==> config.mk <==
export PLATFORM = sky130hd
export DESIGN_NAME = multi_button_debouncer
export DESIGN_NICKNAME = d
export VERILOG_FILES = /design/src/hdl/mbd_pkg.sv /design/src/hdl/multi_button_debouncer.sv /design/src/hdl/mbd_cw_next.sv
export SDC_FILE = /design/constraint.sdc
export NUM_CORES = 1
export LEC_CHECK = 0
export ABC_AREA = 1
export BUFFER_PORTS_ARGS = -buffer_cell sky130_fd_sc_hd__buf_4
export CORE_ASPECT_RATIO = 0.6
export CORE_MARGIN = 2
export CORE_UTILIZATION = 58
export DETAILED_ROUTE_END_ITERATION = 6
export GPL_TIMING_DRIVEN = 1
export PLACE_DENSITY = 0.89
export REMOVE_ABC_BUFFERS = 1
export SETUP_SLACK_MARGIN = 0.3
export SLEW_MARGIN = 20
export SYNTH_ARGS = -nofsm -noshare
export SYNTH_HDL_FRONTEND = slang
export SYNTH_SLANG_ARGS = --single-unit
==> constraint.sdc <==
create_clock -name i_clk -period 3.8 [get_ports i_clk]
set_clock_uncertainty 0.1 [all_clocks]
set_input_delay 0.76 -clock i_clk [delete_from_list [all_inputs] [get_ports i_clk]]
set_output_delay 0.76 -clock i_clk [all_outputs]
set_load 0.1 [all_outputs]
==> src/hdl/mbd_pkg.sv <==
// mbd_pkg: constants shared by the multi-button debouncer modules
// no dependencies
`default_nettype none

package mbd_pkg;

    localparam int NUM_BUTTONS = 16;

    localparam int IDX_W  = 4;
    localparam int PIN_W  = 1;
    localparam int DT_W   = 8;
    localparam int HOLD_W = 6;
    localparam int CW_W   = 8;

    localparam int S_DATA_W = 16;
    localparam int M_DATA_W = 8;

    localparam int APB_AW = 3;
    localparam int APB_DW = 32;

    // register word index taken from paddr[2]
    localparam logic REG_HOLDOFF = 1'b0;

    localparam logic [HOLD_W-1:0] HOLDOFF_RESET = 6'd20;

    // control word: bit 7 always set, bit 6 down flag, bits 5:0 hold-off count
    localparam logic [CW_W-1:0] CW_UP_READY   = 8'h80;
    localparam logic [CW_W-1:0] CW_DOWN_READY = 8'hC0;
    localparam int              CW_DOWN_BIT   = 6;
    localparam logic [DT_W-1:0] DT_RESYNC_MAX = 8'd128;

    typedef logic [CW_W-2:0] t_cw_store;

endpackage

`default_nettype wire

==> src/hdl/multi_button_debouncer.sv <==
// multi_button_debouncer: per-button debounce with hold-off, state kept in a registered-read memory
// depends on mbd_pkg and mbd_cw_next
//
//  channel   dir   handshake                 content
//  s_*       in    s_tvalid / s_tready       tdata: button_index, pin_level, elapsed_ms
//  m_*       out   m_tvalid / m_tready       tdata: button_id, is_down, is_press
//  apb       in    psel & penable & pwrite   holdoff_ms at byte address 0
//
// one sample per cycle unless stalled by m_tready; results pass the update stage and output register
// the state memory is read on accept and written back when the update stage advances; the
// next sample of the same button reads stale data and takes the forwarded word instead
// synchronous active-low reset clears the valid bits, so every button starts up and ready
// a stall on m_tready holds the output, then the update stage, then s_tready
`default_nettype none

module multi_button_debouncer
    import mbd_pkg::*;
(
    input  wire logic                i_clk,
    input  wire logic                i_rst_n,
    // [3:0] button_index, [4] pin_level, [12:5] elapsed_ms, [15:13] zero
    input  wire logic [S_DATA_W-1:0] s_tdata,
    input  wire logic                s_tvalid,
    output logic                     s_tready,
    // [3:0] button_id, [4] is_down, [5] is_press, [7:6] zero
    output logic      [M_DATA_W-1:0] m_tdata,
    output logic                     m_tvalid,
    input  wire logic                m_tready,
    input  wire logic                psel,
    input  wire logic                penable,
    input  wire logic                pwrite,
    input  wire logic [APB_AW-1:0]   paddr,
    input  wire logic [APB_DW-1:0]   pwdata,
    output logic      [APB_DW-1:0]   prdata,
    output logic                     pready
);

    // configuration
    logic [HOLD_W-1:0] r_holdoff;

    assign pready = 1'b1;

    always_ff @(posedge i_clk) begin
        if (!i_rst_n) begin
            r_holdoff <= HOLDOFF_RESET;
        end else if (psel && penable && pwrite && paddr[2] == REG_HOLDOFF) begin
            r_holdoff <= pwdata[HOLD_W-1:0];
        end
    end

    assign prdata = (paddr[2] == REG_HOLDOFF) ? {{(APB_DW-HOLD_W){1'b0}}, r_holdoff}
                                              : '0;

    // input fields
    logic [IDX_W-1:0] in_idx;
    logic             in_pin;
    logic [DT_W-1:0]  in_dt;

    assign in_idx = s_tdata[IDX_W-1:0];
    assign in_pin = s_tdata[IDX_W];
    assign in_dt  = s_tdata[IDX_W+PIN_W+DT_W-1:IDX_W+PIN_W];

    // pipeline control
    logic r_s1_valid, r_out_valid;
    logic s_accept, s1_go;

    assign s1_go    = r_s1_valid && (!r_out_valid || m_tready);
    assign s_tready = !r_s1_valid || s1_go;
    assign s_accept = s_tvalid && s_tready;

    // state memory: bit 7 of the control word is always set and not stored
    t_cw_store        mem [NUM_BUTTONS];
    t_cw_store        r_mem_q;
    logic [NUM_BUTTONS-1:0] r_valid;
    logic             r_rd_valid;

    logic [IDX_W-1:0] r_s1_idx;
    logic             r_s1_pin;
    logic [DT_W-1:0]  r_s1_dt;

    logic             r_fwd_valid;
    logic [IDX_W-1:0] r_fwd_idx;
    logic [CW_W-1:0]  r_fwd_cw;

    logic             s1_in_range;
    logic             s1_wr;
    logic [CW_W-1:0]  cw_cur, cw_nxt;

    assign s1_in_range = {1'b0, r_s1_idx} < (IDX_W+1)'(NUM_BUTTONS);
    assign s1_wr       = s1_go && s1_in_range;

    always_comb begin
        if (r_fwd_valid && r_fwd_idx == r_s1_idx) begin
            cw_cur = r_fwd_cw;
        end else if (r_rd_valid) begin
            cw_cur = {1'b1, r_mem_q};
        end else begin
            cw_cur = CW_UP_READY;
        end
    end

    mbd_cw_next u_cw_next (
        .i_cw       (cw_cur),
        .i_pin_high (r_s1_pin),
        .i_dt       (r_s1_dt),
        .i_hold     (r_holdoff),
        .o_cw       (cw_nxt)
    );

    always_ff @(posedge i_clk) begin
        if (s_accept) begin
            r_mem_q <= mem[in_idx];
        end
        if (s1_wr) begin
            mem[r_s1_idx] <= cw_nxt[CW_W-2:0];
        end
    end

    always_ff @(posedge i_clk) begin
        if (!i_rst_n) begin
            r_valid     <= '0;
            r_rd_valid  <= 1'b0;
            r_s1_valid  <= 1'b0;
            r_fwd_valid <= 1'b0;
        end else begin
            if (s_accept) begin
                r_rd_valid <= r_valid[in_idx];
            end
            if (s1_wr) begin
                r_valid[r_s1_idx] <= 1'b1;
            end
            if (s1_go) begin
                r_fwd_valid <= s1_in_range;
            end
            if (s_accept) begin
                r_s1_valid <= 1'b1;
            end else if (s1_go) begin
                r_s1_valid <= 1'b0;
            end
        end
    end

    always_ff @(posedge i_clk) begin
        if (s_accept) begin
            r_s1_idx <= in_idx;
            r_s1_pin <= in_pin;
            r_s1_dt  <= in_dt;
        end
        if (s1_go) begin
            r_fwd_idx <= r_s1_idx;
            r_fwd_cw  <= cw_nxt;
        end
    end

    // output register; the previous down flag is the down bit of the stored word
    logic r_out_down, r_out_press;
    logic [IDX_W-1:0] r_out_id;

    always_ff @(posedge i_clk) begin
        if (!i_rst_n) begin
            r_out_valid <= 1'b0;
        end else if (s1_go) begin
            r_out_valid <= 1'b1;
        end else if (m_tready) begin
            r_out_valid <= 1'b0;
        end
    end

    always_ff @(posedge i_clk) begin
        if (s1_go) begin
            r_out_id    <= r_s1_idx;
            r_out_down  <= s1_in_range && cw_nxt[CW_DOWN_BIT];
            r_out_press <= s1_in_range && cw_cur[CW_DOWN_BIT] && !cw_nxt[CW_DOWN_BIT];
        end
    end

    assign m_tvalid = r_out_valid;
    assign m_tdata  = {2'b00, r_out_press, r_out_down, r_out_id};

endmodule

`default_nettype wire

==> src/hdl/mbd_cw_next.sv <==
// mbd_cw_next: next control word of one button from its current word and one pin sample
// depends on mbd_pkg
`default_nettype none

module mbd_cw_next
    import mbd_pkg::*;
(
    input  wire logic [CW_W-1:0]   i_cw,
    input  wire logic              i_pin_high,
    input  wire logic [DT_W-1:0]   i_dt,
    input  wire logic [HOLD_W-1:0] i_hold,
    output logic      [CW_W-1:0]   o_cw
);

    logic [CW_W-1:0] sub;

    // 8-bit wrap, then clamped against the ready level below
    assign sub = i_cw - i_dt;

    always_comb begin
        if (i_dt > DT_RESYNC_MAX) begin
            o_cw = i_pin_high ? CW_UP_READY : CW_DOWN_READY;
        end else if (!i_pin_high) begin
            if (i_cw == CW_UP_READY) begin
                o_cw = CW_DOWN_READY | {2'b00, i_hold};
            end else if (i_cw > CW_DOWN_READY) begin
                o_cw = (sub < CW_DOWN_READY) ? CW_DOWN_READY : sub;
            end else begin
                o_cw = i_cw;
            end
        end else begin
            if (i_cw == CW_DOWN_READY) begin
                o_cw = CW_UP_READY | {2'b00, i_hold};
            end else if (i_cw > CW_UP_READY) begin
                o_cw = (sub < CW_UP_READY) ? CW_UP_READY : sub;
            end else begin
                o_cw = i_cw;
            end
        end
    end

endmodule

`default_nettype wire

Word-level counts from Yosys, hierarchy flattened
Memories as Yosys holds them, arrays and structs flattened. A register that Yosys moved wholly into a read port is not among the register bits.
Cells that the tools add are included.
Word-level totals
  flip-flop bits (word level): 53
  latch bits: 0
  memory bits (writable): 112
  ROM bits: 0
  bits of input ports: 58
  output and inout bits: 43
  word-level logic and storage cells: 65
  memories: 1
Cells by class
  add/sub/neg operators: 1
  multipliers: 0
  divide/modulo/power cells: 0
  $lt $le $gt $ge: 8
  eq/ne operators: 3
  shift operators: 0
  multiplexer cells: 22
  bitwise logic cells: 2
  reductions and logical operators: 15
Memory list
  mem: words 16, width 7, rd ports 1, clocked after Yosys merged registers in 1, write ports 1, line multi_button_debouncer.sv:72  | t_cw_store mem [NUM_BUTTONS];
Operator list (number)
  $mux W8: 9
  $gt A8 B8 Y1 const B: 3
  $eq A8 B8 Y1 const B: 2
  $lt A8 B8 Y1 const B: 2
  $or A16 B16 Y16: 1
  $mux W7: 2
  $lt A4 B5 Y1 const B: 2
  $logic_and A1 B1 Y1: 8
  $mux W1: 8
  $sub A8 B8 Y8: 1
  $mux W6: 1
  $bmux W1 S4: 1
  $demux W1 S4: 1
  $eq A4 B4 Y1: 1
  $ge A4 B1 Y1 const B: 1
  $reduce_bool A2 Y1: 2
  $logic_not A1 Y1: 3
  $logic_or A1 B1 Y1: 2
  $not A1 Y1: 1

Logic depth before layout (Yosys ltp)
  depth in word-level cells: 12
  gate-level depth with buffers: 21
  mapped depth without buffers: 21

Modules after synthesis
Synthesis repeated with hierarchy kept, for this count alone.
Unflattened totals
  cell total of the unflattened synthesis: 787
  area total of the unflattened synthesis: 7933.9 um^2
Modules (own cells, without submodules)
  multi_button_debouncer: times used 1, cells an instance 609, area each 6979.2 um^2, sequential area each 4874.7 um^2
  mbd_cw_next: times used 1, cells an instance 178, area each 954.7 um^2, sequential area each 0.0 um^2

Worst setup path after synthesis
Ideal clock, no wire load.
  path type: register to register
  from: reg, netlist name r_out_id[0]
  to: mem mem[0][2] (netlist bit) (data pin)
  setup time: 297 ps
  arrival time: 3619 ps
  required time: 3403 ps
  setup slack: -215 ps
  cell stages (with the launch flop): 20
  path buffers: 0
  clock period less this slack: 4015 ps
  cell sequence: edfxtp_1 -> inv_1 -> nand2_2 -> nand2_1 -> nor2_4 -> nand3_4 -> nand2_1 -> nand2_2 -> ha_1 -> fa_1 -> inv_1 -> nand4_1 -> nand3_1 -> xor2_1 -> nand3_1 -> nor2_1 -> nand2_1 -> nand2_1 -> nor2_1 -> a21oi_1
RTL lines (line)
  end, declared: multi_button_debouncer.sv:72

Worst setup path after layout
  from: reg r_s1_idx[2]
  to: mem mem[2][5] (netlist bit) (data pin)
On the way
  word-level cells in the longest chain between the ends: 10
  elaborated cells on any way between the ends: 18
  classes of those cells: add/sub: 1; order compare: 4; eq/ne: 3; mux: 9; reduce/logical: 1
RTL lines
  start, declared: line multi_button_debouncer.sv:77  | logic [IDX_W-1:0] r_s1_idx;
  start signal, assigned: line multi_button_debouncer.sv:145  | r_s1_idx <= in_idx;
  $eq A4 B4 Y1 *: line multi_button_debouncer.sv:93  | if (r_fwd_valid && r_fwd_idx == r_s1_idx) begin
  $logic_and A1 B1 Y1 *: line multi_button_debouncer.sv:93
  $mux W8 *: line multi_button_debouncer.sv:93
  $sub A8 B8 Y8: line mbd_cw_next.sv:18  | assign sub = i_cw - i_dt;
  $lt A8 B8 Y1, on equally long branches: line mbd_cw_next.sv:27, mbd_cw_next.sv:35
  $mux W8, on equally long branches: line mbd_cw_next.sv:27, mbd_cw_next.sv:35
  $mux W8, on equally long branches: line mbd_cw_next.sv:26, mbd_cw_next.sv:34
  $mux W8, on equally long branches: line mbd_cw_next.sv:24, mbd_cw_next.sv:32
  $mux W8 *: line mbd_cw_next.sv:23  | end else if (!i_pin_high) begin
  $mux W8 *: line mbd_cw_next.sv:21  | if (i_dt > DT_RESYNC_MAX) begin
  named net cw_nxt[5]: line multi_button_debouncer.sv:87  | logic [CW_W-1:0] cw_cur, cw_nxt;
The timed path passes the listed nets; every way through them passes the cells marked *.

==> impl_results.md <==
* Compound-Gate Fraction of Synth Area at a little under a tenth
* Final Cycle Share at between 90% and 100%
* Fillers at between 800 and 900
* HPWL Detailed at about 12 mm
* # DRC at 4
* Synth Area in Adders at about 1.4%
* Initial Util at approximately three fifths
* Hold_ws at approximately 370 ps
* FF+latch count, synth at 171
* Die Area at roughly 15,000 um^2
* Syn Area/Cell at approximately 11 um^2
* Worst Path Arrival at around 3700 ps
* Clk_lat worst skew at roughly 430 ps
* Iteration-0 DRC Markers at between 1,000 and 1,500
* Largest net degree at the start of global routing at 66
* Max-slew violation count at 0
* Worst-margin pin slew at about 1100 ps
* CTS tree: done
* Unrepaired setup endpoints after global routing: true
* FF-to-FF End: mem[2][5]
* CP max FO at 17
* Antenna violations before repair at 0
* Critical Path End Type: register
* H-tree levels at 4
* Fin nets at 881
* Mapped Cells at approximately 740
* Synth Warn # at 0
* Final setup vio count at 0
* Die Height at roughly 95 um
* Worst VDD drop at around 360 uV
* Yosys cell types at 41
* Vias in the first global route at 5,195
* Worst Setup SP: r_s1_idx[2]
* Core area at 13,500 um^2
* Mux share of post-synthesis cell area at slightly above 3%
* Setup crit start kind: register
* Clock Root Buffer: clkbuf_16
* Port bufs at 40
* Slew HR at between 20% and 30%
* Share of layout cells above drive strength 1 at 24.8%
* LEAKAGE at approximately 0.0038 uW
* Cts hold-fix bufs at 0
* Worst-case clock buffer depth at 2
* Gr usage total at about a quarter
* Worst R2R Path Depth at 21
* Antenna-violating nets left at 0
* TritonCTS Buffers at 17
* Xor-xnor portion of the synthesized cell area at less than 1%
* I/O pin total at between 100 and 150
* Area grow syn2layout at 20.2%
* Total power at around 4800 uW
* Failing checks: design-rule violations
* Pre-antenna DRT Iters at 7
* Die W at ~160 um
* FF-to-FF setup slack at 190 ps
* CP Class: register to register
* Status: finished, violations left
* Final Hold Vio Count at 0
* Detailed-route via count at approximately 6,200
* Antenna Cells at 0
* Worst hold-check path type: register to register
* RePlAce Congestion at roughly 0.97
* Worst EP required at a little under 4000 ps
* WL/cell at between 20 and 25 um
* Setup_tns at 0 ps
* CTS Sinks at 171
* Combinational family with the most area after synthesis: simple AND/OR/NAND/NOR gates
* Vias per cell at 6.23
* WL final at 21.9 mm
* Synth Area in Simple Gates at between 15 and 20%
* Post-synthesis sequential area ratio at 61.2%
* GRT overflow at 0
* Row count at 33
* P per Cell Area at 503 nW/um^2
* Global-route wire length before repair at approximately 28 mm
* Post-Syn Area at ~8000 um^2
* Clock transition at path regs at approximately 60 ps
* Critical Path End: mem[2][5]
* Fmax at around 280 MHz
* Max Cap Viol at 0
* Critical R2R Launch: r_s1_idx[2]
* Final min period at 3610 ps
==> metrics by stage <==
step           worst slack, ps  area, um^2  cells  util, %
2_1_floorplan             -217        7690    710        -
3_3_place_gp               246        8330    939     61.5
3_5_place_dp              62.7        8330    939     61.5
4_1_cts                    305        9030    977     66.7
5_1_grt                    114        9570   1003     70.7
6_report                   187        9570   1003     70.7
==> how the worst min path moves through the flow <==
stage	from	endpoint	slack, ps	cells past startpoint
floorplan	r_valid[10]	r_valid[10]	330	2
global placement	r_valid[6]	r_valid[6]	340	2
detailed placement	r_valid[14]	r_valid[14]	360	2
CTS	r_valid[6]	r_valid[6]	370	2
global route	s_tdata[12]	r_s1_dt[7]	400	1
finish	r_valid[6]	r_valid[6]	370	2
==> report_power, final <==
| group | leakage [uW] | switching, uW | total, uW | internal [uW] |
|---|---|---|---|---|
| Combinational | 0.00196 | 583 | 816 | 233 |
| Sequential | 0.00156 | 25.3 | 2140 | 2120 |
| Clock | 0.000294 | 751 | 1860 | 1110 |
==> repair_timing <==
item | 4_1_cts | 5_1_grt
endpoints found under the setup margin | 120 | 120
hold endpoints to repair | 0 | 0
gates cloned | 1 | 7
gates resized for setup | 11 | 95
pin swaps | 1 | 25
buffers inserted | 5 | 19
==> registers in the layout, indices dropped and copies added (netlist names) <==
signal and flops:
mem 112, r_valid 16, r_s1_dt 8, r_fwd_cw 7, r_mem_q 7, r_holdoff 6, r_out_id 4, r_s1_idx 4
m_tvalid 1, r_fwd_valid 1, r_out_down 1, r_out_press 1, r_rd_valid 1, r_s1_pin 1, r_s1_valid 1
==> cells in the final DEF (no fill, tap or decap), types with 7 or more instances in the layout <==
master	instances
mux2i_1	24
nor2_1	124
a21oi_1	10
nand2_2	23
clkbuf_16	17
inv_1	54
buf_4	72
nand2_4	8
dfxtp_1	26
o32ai_1	8
nand3_1	29
o211ai_1	8
inv_2	9
o21ai_1	9
buf_6	12
nand3_2	11
nand2_1	70
nand4_1	7
conb_1	29
o221ai_1	24
edfxtp_1	145
o21ai_0	41
==> metal layers <==
metal	vias to the layer above	global-route usage, %	part of all wire [%]
li1	2671	-	-
met1	2861	38.6	39
met2	596	37.5	44
met3	119	7.57	13
met4	0	7.11	4.2
met5	-	0	0
==> cell usage after synthesis <==
cell type | number | share of area (%)
buf_2 | 1 | 0.063
a21oi_2 | 1 | 0.11
a21o_1 | 1 | 0.094
dfxtp_1 | 26 | 6.5
a21oi_1 | 15 | 0.94
nor2_1 | 132 | 6.2
buf_1 | 4 | 0.19
nor2_2 | 1 | 0.079
nand3_4 | 3 | 0.66
mux2i_1 | 24 | 3.0
o21ai_0 | 42 | 2.6
nor3_1 | 2 | 0.13
o221ai_1 | 24 | 2.6
xnor2_1 | 1 | 0.11
a31oi_1 | 2 | 0.16
inv_2 | 6 | 0.28
buf_4 | 31 | 2.9
nand3b_1 | 1 | 0.094
clkbuf_1 | 19 | 0.90
and3_1 | 1 | 0.079
nand2_4 | 4 | 0.57
nand2_1 | 89 | 4.2
inv_1 | 59 | 2.8
fa_1 | 1 | 0.25
nand4_1 | 7 | 0.55
clkinv_1 | 1 | 0.047
o21ai_2 | 1 | 0.11
a21boi_4 | 1 | 0.24
ha_1 | 7 | 1.1
nor2_8 | 2 | 0.50
xor2_1 | 4 | 0.44
o21ai_1 | 9 | 0.57
nand2_2 | 8 | 0.63
buf_6 | 4 | 0.57
conb_1 | 2 | 0.094
nand3_1 | 40 | 2.5
nand3_2 | 2 | 0.25
nor2_4 | 3 | 0.42
o211ai_1 | 8 | 0.75
edfxtp_1 | 145 | 55
o32ai_1 | 8 | 0.88
==> logic make-up after synthesis <==
group           Yosys count
compound gates          112
xor+xnor                  5
fa+ha+maj                 8
buf+inv                 125
flops                   171
mux                      24
other cells               2
simple gates            295
==> layout make-up <==
type                    count  area, um^2  area share, %
repair buffers             86         701           7.32
clock buffers              19         433           4.52
well taps                 175         219           2.29
inverters                  66         255           2.67
multi-input cells         473        2900           30.3
flip-flops and latches    171        4870           50.9
clock inverters            13         191           2.00
==> critical path, cell delays in order (launching register included) <==
cell	delay, ps
edfxtp_1	470
inv_2	110
nand2_2	70
nand2_2	60
nor2_4	200
nand3_4	200
buf_4	190
nand2_1	80
nand2_2	100
inv_2	120
ha_1	250
nand2_1	100
o21ai_2	90
buf_4	150
a31oi_1	170
xor2_1	250
nor2_1	70
o21ai_1	160
nand2_1	90
nand3_1	80
nand2_1	90
buf_12	160
(Power assumes the default switching activity.)
